### src/sn2d_pkg.sv
// Shared types and constants of the 2D simplex noise block.
`timescale 1ns / 1ps
package sn2d_pkg;

    localparam int TBL_ENTRIES = 256;
    localparam int TBL_AW      = $clog2(TBL_ENTRIES);
    localparam int BYTE_W      = 8;

    localparam logic OP_EVALUATE = 1'b0;
    localparam logic OP_WRITE    = 1'b1;

    localparam logic [23:0] SCALE_RESET = 24'd65536;

    // skew F = 0.36603, unskew G = 0.21132, Q.16
    localparam logic [14:0] SKEW_Q16   = 15'd23988;
    localparam logic [13:0] UNSKEW_Q16 = 14'd13849;
    // 1.0, G and 1.0 - 2G, Q.16
    localparam logic signed [21:0] ONE_Q16    = 22'sd65536;
    localparam logic signed [21:0] D2_OFF_Q16 = 22'sd13849;
    localparam logic signed [21:0] D3_OFF_Q16 = 22'sd37838;

    typedef struct packed {
        logic                     is_write;
        logic signed [39:0]       xs;
        logic signed [39:0]       ys;
        logic [TBL_AW-1:0]        tidx;
        logic [BYTE_W-1:0]        tval;
    } fr_item_t;

    typedef struct packed {
        logic not_empty;
        logic full;
    } q_status_t;

    // gradient . d for the eight fixed directions
    function automatic logic signed [22:0] grad_dot(input logic [2:0] g,
                                                    input logic signed [21:0] dx,
                                                    input logic signed [21:0] dy);
        logic signed [22:0] ex;
        logic signed [22:0] ey;
        logic signed [22:0] r;
        ex = {dx[21], dx};
        ey = {dy[21], dy};
        unique case (g)
            3'd0: r = ex + ey;
            3'd1: r = ey - ex;
            3'd2: r = ex - ey;
            3'd3: r = 23'sd0 - ex - ey;
            3'd4: r = ex;
            3'd5: r = 23'sd0 - ex;
            3'd6: r = ey;
            3'd7: r = 23'sd0 - ey;
            default: r = 23'sd0;
        endcase
        return r;
    endfunction

endpackage

### src/sn2d_queue.sv
// Two-entry queue between the front end and the evaluation pipeline.
`timescale 1ns / 1ps
module sn2d_queue (
    input  logic                clk,
    input  logic                rst_n,
    input  logic                push,
    input  sn2d_pkg::fr_item_t  push_item,
    input  logic                pop,
    output sn2d_pkg::fr_item_t  head,
    output sn2d_pkg::q_status_t q_stat
);

    sn2d_pkg::fr_item_t slot_reg [2];
    logic               wp_reg;
    logic               wp_next;
    logic               rp_reg;
    logic               rp_next;
    logic [1:0]         count_reg;
    logic [1:0]         count_next;

    assign head             = slot_reg[rp_reg];
    assign q_stat.not_empty = (count_reg != 2'd0);
    assign q_stat.full      = (count_reg == 2'd2);

    always_comb
    begin
        wp_next    = push ? ~wp_reg : wp_reg;
        rp_next    = pop ? ~rp_reg : rp_reg;
        count_next = count_reg + {1'b0, push} - {1'b0, pop};
    end

    always_ff @(posedge clk or negedge rst_n)
    begin
        if (!rst_n)
        begin
            wp_reg    <= 1'b0;
            rp_reg    <= 1'b0;
            count_reg <= 2'd0;
        end
        else
        begin
            wp_reg    <= wp_next;
            rp_reg    <= rp_next;
            count_reg <= count_next;
        end
    end

    always_ff @(posedge clk)
    begin
        if (push)
        begin
            slot_reg[wp_reg] <= push_item;
        end
    end

endmodule

### config.mk
export PLATFORM = sky130hd
export DESIGN_NAME = sn2d_queue
export DESIGN_NICKNAME = d
export VERILOG_FILES = /design/src/sn2d_pkg.sv /design/src/sn2d_queue.sv
export SDC_FILE = /design/constraint.sdc
export NUM_CORES = 1
export LEC_CHECK = 0
export BUFFER_PORTS_ARGS = -buffer_cell sky130_fd_sc_hd__clkbuf_2
export CORE_MARGIN = 8
export CORE_UTILIZATION = 52
export CTS_CLUSTER_DIAMETER = 80
export DETAILED_ROUTE_END_ITERATION = 12
export PLACE_DENSITY = 0.79
export SYNTH_ARGS = -nofsm -noshare
export SYNTH_HDL_FRONTEND = slang
export SYNTH_SLANG_ARGS = --single-unit
### constraint.sdc
create_clock -name clk -period 6.6 [get_ports clk]
set_clock_uncertainty 0.2 [all_clocks]
set_input_delay 1.32 -clock clk [delete_from_list [all_inputs] [get_ports clk]]
set_output_delay 1.32 -clock clk [all_outputs]
set_load 0.01 [all_outputs]
==> results of run 1 <==
[worst max-delay path by stage]
| stage | startpoint | end | slack, ps | depth (start not counted) |
|---|---|---|---|---|
| after detailed placement | rp_reg$_DFFE_PN0P_ | head[39] | 2910 | 3 |
| final | rp_reg$_DFFE_PN0P_ | head[39] | 2550 | 3 |
| after global routing | rp_reg$_DFFE_PN0P_ | head[37] | 2370 | 3 |
| after floorplan | push | slot_reg[0][0]$_DFFE_PP_ | 290 | 1 |
| after CTS | rp_reg$_DFFE_PN0P_ | head[39] | 2460 | 3 |
| after global placement | rp_reg$_DFFE_PN0P_ | head[41] | 2970 | 3 |
[kinds of logic after synthesis]
kind of cell / share of synthesized area (%)
simple gates: 0.344
fa+ha+maj: 0.344
flops: 81.5
xor+xnor: 0.568
buf+inv: 1.20
mux: 16.1
[routing by layer]
| layer | up-vias | track usage, % |
|---|---|---|
| met5 | - | 0 |
| met4 | 0 | 6.18 |
| met3 | 18 | 5.27 |
| met2 | 137 | 24.5 |
| met1 | 1802 | 17.5 |
| li1 | 1677 | - |
[cell usage in the layout, fill, tap and decap left out, types with 2 or more instances in the layout]
cell                         netlist  routed
sky130_fd_sc_hd__mux2_4           20      20
sky130_fd_sc_hd__dfrtp_1           4       3
sky130_fd_sc_hd__mux2_2           77      77
sky130_fd_sc_hd__edfxtp_1        194     194
sky130_fd_sc_hd__ha_1              2       2
sky130_fd_sc_hd__clkinv_1          0       4
sky130_fd_sc_hd__xor2_1            2       2
sky130_fd_sc_hd__clkinv_2          0       4
sky130_fd_sc_hd__inv_1             2       2
sky130_fd_sc_hd__clkbuf_1          0       2
sky130_fd_sc_hd__buf_4             0       2
sky130_fd_sc_hd__clkbuf_16         0      17
sky130_fd_sc_hd__clkbuf_2          0     199
sky130_fd_sc_hd__clkinvlp_4        0       2
[where the power goes]
| part | internal [mW] | switching, mW | leakage [nW] |
|---|---|---|---|
| logic | 0.521 | 0.522 | 1.38 |
| clock network | 0.510 | 0.409 | 0.252 |
| registers | 1.67 | 0.128 | 1.87 |
[final cells by class]
type / instances / share of cell area [%]
well taps: 180 / 2.51
clock buffers: 19 / 4.82
flip-flops and latches: 198 / 66.0
repair buffers: 202 / 11.5
inverters: 2 / 0.0836
clock inverters: 12 / 0.989
multi-input cells: 106 / 14.1
==> flow_summary.yaml, run 1 <==
routing:
  met3WireLength_um: 994
  wire_per_inst_um: 18.8
  met2RoutedLength_um: 6920
  dr_total_vias: 3634
  drt.antenna.violating_nets: 0
  drt_first_pass_iters: 4
  initialDrtViolationCount: 187
  detail_route.vias_per_cell: 5.05
  top_layer: "met4"
  number_of_remaining_drc_errors: 0
  drt-total-wl_um: 13500
  met1Wirelength_um: 5380
synth:
  yosys.cell_count.top_type: "sky130_fd_sc_hd__edfxtp_1"
  yosysSeqAreaShare_pct: 81.5
  synth.top_cell.area_share_pct: 80.1
  ys_top_cells_by_count: "194 x sky130_fd_sc_hd__edfxtp_1, 77 x sky130_fd_sc_hd__mux2_2, 20 x sky130_fd_sc_hd__mux2_4, 7 x sky130_fd_sc_hd__buf_2"
  ys_ff_latch: 198
  synth-edff-count: 194
  avgSynthCellArea_um2: 22.9
  synthArstFlopShare_pct: 2.02
  yosys_warnings: 0
  synthesis.area_um2: 7270
  synth.top_cells.by_area: "sky130_fd_sc_hd__edfxtp_1 80%, sky130_fd_sc_hd__mux2_2 12%, sky130_fd_sc_hd__mux2_4 4.1%, sky130_fd_sc_hd__dfrtp_1 1.4%, sky130_fd_sc_hd__buf_6 0.62%"
  synthesis.instances: 317
  synth_cell_types: 13
  synth_fp_nets: 420
  synth-main-ff-cell: "sky130_fd_sc_hd__edfxtp_1"
  cell_taking_the_most_area_after_synthesis: "sky130_fd_sc_hd__edfxtp_1"
worst_hold_path:
  holdCritPathClass: "reg -> reg"
  holdCritStartpoint: "wp_reg$_DFFE_PN0P_"
  hold_path_depth: 1
  whs_endpoint: "wp_reg$_DFFE_PN0P_"
cells_and_area:
  regArea_um2: 5930
  nets: 630
  filler_cell_count: 971
  area_delta_synth_final_pct: 23.5
  largest_reg_flops: 194
  multiInputGateArea_um2: 1270
  fin_cells: 719
  final_core_utilization_pct: 65.2
  fraction_of_layout_cells_with_a_size_suffix_above_1_pct: 60.9
  finish.instance_area_um2: 8980
  count_of_antenna_diodes_in_the_layout: 0
placed_design:
  post-place-cells: 688
  placement.io_buffers: 199
  place.gp.congestion: 0.722
  placed_cell_area_um2: 8460
  dpl.hpwl_um: 9480
  dp_slack_ps: 2910
pwr:
  powerDensity_nw_per_um2: 419
  peakVddDrop_uv: 268
  total_power_consumption_mw: 3.76
  p_leak_nw: 3.50
timing:
  maximum_operating_frequency_mhz: 247
  final-setup-viol-count: 0
  min_period_ps: 4050
  final.setup.worst_slack_ps: 2550
  max_slew.worst_pin.slew_ps: 924
  setup-tns-final_ps: 0
  post_route_fraction_of_the_period_consumed_by_the_critical_path_pct: 61.4
  hold_ws_ps: 366
  finalMaxSlewViolations: 0
  timing.max_slew.rel_slack_pct: 38.3
  hold_viol_final: 0
  rsz0062_at_grt: "no"
grt:
  vias_in_the_first_global_route: 4007
  grt.overflow.total: 0
  wire_length_of_the_first_global_routing_pass_um: 20700
  pin_count_of_the_biggest_net_entering_global_routing: 69
  globalRouteTotalUtil_pct: 14.9
  initial_antenna_violation_count: 0
floorplanning:
  fp.dieW_um: 134
  chipHeight_um: 134
  rows: 43
  design.die.area_um2: 18000
  io-pin-count: 200
  core_area_um2: 13800
  initial_core_util_pct: 52.8
cts:
  clock_tree.root_cell: "sky130_fd_sc_hd__clkbuf_16"
  clock_latency_ps: 410
  h-tree-depth: 4
  post_cts_hold_buffer_count: 0
  tritoncts: "built"
  clockBufferDepth: 2
  numClockSinks: 198
  post-cts-setup-buffer-count: 0
  cts_buffers: 17
  cts_clk_pin_slew_worst_paths_ps: 60
  post_cts_resized: 0
critical_path:
  cells_traversed_along_the_worst_timing_path: "buf_4 -> mux2_2 -> clkbuf_2"
  cp_data_required_time_ps: 5080
  path_buf_inv: 2
  setup_slack_reg_to_reg_ps: 4280
  timing.critical_path.max_delay_family: "flip-flops"
  critPathMaxStageDelay_ps: 920
  critical_path_arrival_ps: 2530
  length_in_cells_of_the_worst_reg_to_reg_path: 2
  cp_max_fo: 56
  reg2reg_from: "wp_reg$_DFFE_PN0P_"
  endpoint_kind: "primary output"
  timing.critical_path.from_type: "flop"
  critical_path.reg2reg.endpoint: "slot_reg[1][94]$_DFFE_PP_"
  crit_slowest_cell: "sky130_fd_sc_hd__dfrtp_4"
  worst-setup-path-type: "reg -> out"
job:
  max_cap_violations: 0
run_status:
  status: "complete, no violations"
(Power assumes the default switching activity.)
==> inputs of run 2 (changes only) <==
--- a/config.mk
+++ b/config.mk
@@ -7,10 +7,10 @@
 export LEC_CHECK = 0
 export BUFFER_PORTS_ARGS = -buffer_cell sky130_fd_sc_hd__clkbuf_2
 export CORE_MARGIN = 8
-export CORE_UTILIZATION = 52
+export CORE_UTILIZATION = 47
 export CTS_CLUSTER_DIAMETER = 80
 export DETAILED_ROUTE_END_ITERATION = 12
-export PLACE_DENSITY = 0.79
+export PLACE_DENSITY = 0.76
 export SYNTH_ARGS = -nofsm -noshare
 export SYNTH_HDL_FRONTEND = slang
 export SYNTH_SLANG_ARGS = --single-unit
==> constraint.sdc (replaced) <==
create_clock -name clk -period 3.3 [get_ports clk]
set_clock_uncertainty 0.2 [all_clocks]
set_input_delay 0.66 -clock clk [delete_from_list [all_inputs] [get_ports clk]]
set_output_delay 0.66 -clock clk [all_outputs]
set_load 0.01 [all_outputs]
==> run 2 against run 1 <==
Compared with the run above:
- count of clock-buffer cells in the layout unchanged
- utilization fell by 5.3 points
- final area up 0.97%
- cell count up 1.5%
- first-iteration DRC count fell by 11%
- hold slack lost 140 ps
- critical endpoint is now head[2]
==> flow_summary.yaml, run 2 (same netlist as run 1, synthesis figures left out) <==
run_status:
  status: "complete, no violations"
cells_and_area:
  area_delta_synth_final_pct: 24.7
  mostFrequentLayoutCell: "sky130_fd_sc_hd__clkbuf_2"
  nets: 633
  count_of_antenna_diodes_in_the_layout: 0
  top_library_cells_by_usage_in_the_layout_fill_and_taps_aside: "199 x sky130_fd_sc_hd__clkbuf_2, 194 x sky130_fd_sc_hd__edfxtp_1, 77 x sky130_fd_sc_hd__mux2_2"
  fraction_of_layout_cells_with_a_size_suffix_above_1_pct: 61.4
  largest_reg_flops: 194
  final_core_utilization_pct: 59.9
placed_design:
  place.gp.congestion: 0.714
  placement.io_buffers: 199
  dp_slack_ps: 967
  dpl.hpwl_um: 9700
cts:
  tritoncts: "built"
  post_cts_resized: 0
  cts_clk_pin_slew_worst_paths_ps: 60
  clock_tree.root_cell: "sky130_fd_sc_hd__clkbuf_16"
  numClockSinks: 198
  cts_buffers: 17
  h-tree-depth: 4
  clockBufferDepth: 2
  clock_latency_ps: 410
routing:
  initialDrtViolationCount: 167
  drt_first_pass_iters: 4
  number_of_remaining_drc_errors: 0
  dr_total_vias: 3606
  drt-total-wl_um: 14200
  drt.antenna.violating_nets: 0
  detail_route.vias_per_cell: 4.94
  wire_per_inst_um: 19.4
timing:
  hold_ws_ps: 231
  max_slew.worst_pin.slew_ps: 852
  post_route_fraction_of_the_period_consumed_by_the_critical_path_pct: 84.0
  maximum_operating_frequency_mhz: 361
  finalMaxSlewViolations: 0
  setup-tns-final_ps: 0
  rsz0062_at_grt: "no"
  hold_viol_final: 0
  final.setup.worst_slack_ps: 529
  timing.max_slew.rel_slack_pct: 43.2
  final-setup-viol-count: 0
  min_period_ps: 2770
grt:
  pin_count_of_the_biggest_net_entering_global_routing: 99
  grt.overflow.total: 0
  globalRouteTotalUtil_pct: 14.4
  initial_antenna_violation_count: 0
  vias_in_the_first_global_route: 4093
  wire_length_of_the_first_global_routing_pass_um: 21600
pwr:
  peakVddDrop_uv: 554
  pwr-share-comb_pct: 29.6
  p_leak_nw: 3.53
  switching_share_of_power_pct: 28.4
  internal-power_mw: 5.52
  pwr-share-seq_pct: 44.9
  powerDensity_nw_per_um2: 849
  netSwitchingPower_mw: 2.18
  power_frac_clock_pct: 25.5
floorplanning:
  rows: 45
  initial_core_util_pct: 48.0
  fp.dieW_um: 140
  core_area_um2: 15100
  design.die.area_um2: 19700
  chipHeight_um: 140
  io-pin-count: 200
job:
  max_cap_violations: 0
critical_path:
  cp_data_required_time_ps: 2440
  worst-setup-path-type: "reg -> out"
  cp_max_fo: 98
  critical_path_arrival_ps: 1910
  endpoint_kind: "primary output"
  timing.critical_path.from_type: "flop"
worst_hold_path:
  holdCritPathClass: "in -> reg"
## run 2: path summary, 6_finish.rpt
kind / start / end / slack, ps / cells after the start
min in group asynchronous: rst_n / count_reg[0]$_DFF_PN0_ / 410 / 2
hold / removal: push_item[70] / slot_reg[1][70]$_DFFE_PP_ / 230 / 1
setup reg to reg: wp_reg$_DFFE_PN0P_ / slot_reg[1][76]$_DFFE_PP_ / 1460 / 2
hold reg to reg: wp_reg$_DFFE_PN0P_ / wp_reg$_DFFE_PN0P_ / 350 / 1
max in group asynchronous: rst_n / rp_reg$_DFFE_PN0P_ / 2350 / 2
setup / recovery: rp_reg$_DFFE_PN0P_ / head[2] / 530 / 3
## run 2: critical path, cell delays in order (launching register included)
cell and delay [ps]:
sky130_fd_sc_hd__dfrtp_4 420, sky130_fd_sc_hd__buf_12 430, sky130_fd_sc_hd__mux2_2 430, sky130_fd_sc_hd__clkbuf_2 140
## run 2: what timing repair did
item                      in CTS  in global routing
setup buffers                  0                  0
hold buffers                   1                  0
hold endpoints to repair       4                  0
## run 2: area by class of cell
cell class | instances | area (um^2)
clock buffer | 19 | 433
tap | 188 | 235
inverter | 2 | 7.51
clock inverter | 12 | 129
multi-input combinational | 106 | 1270
timing repair buffer | 205 | 1070
fill | 1128 | 6070
sequential | 198 | 5930
## run 2: per-stage QoR
step / power, mW / std cells / cell area [um^2]
after floorplan: 4.99 / 317 / 7280
after global placement: 5.80 / 698 / 8500
after detailed placement: 5.86 / 698 / 8500
after CTS: 7.83 / 730 / 9070
after global routing: 8.07 / 730 / 9070
final: 7.70 / 730 / 9070
## run 2: per-layer routing
layer	wire, um	share of wire, %	global-route usage (%)
met1	5570	39	15.7
met2	7050	50	24.1
met3	1360	9.6	6.80
met4	192	1.4	5.49
met5	0	0	0
## run 2: power by group through the flow
stage | logic (mW) | registers (mW) | clock network (mW)
after floorplan | 1.51 | 3.48 | 0
after global placement | 2.31 | 3.48 | 0
final | 2.28 | 3.46 | 1.96
after global routing | 2.47 | 3.50 | 2.10
after CTS | 2.35 | 3.47 | 2.02
after detailed placement | 2.34 | 3.52 | 0
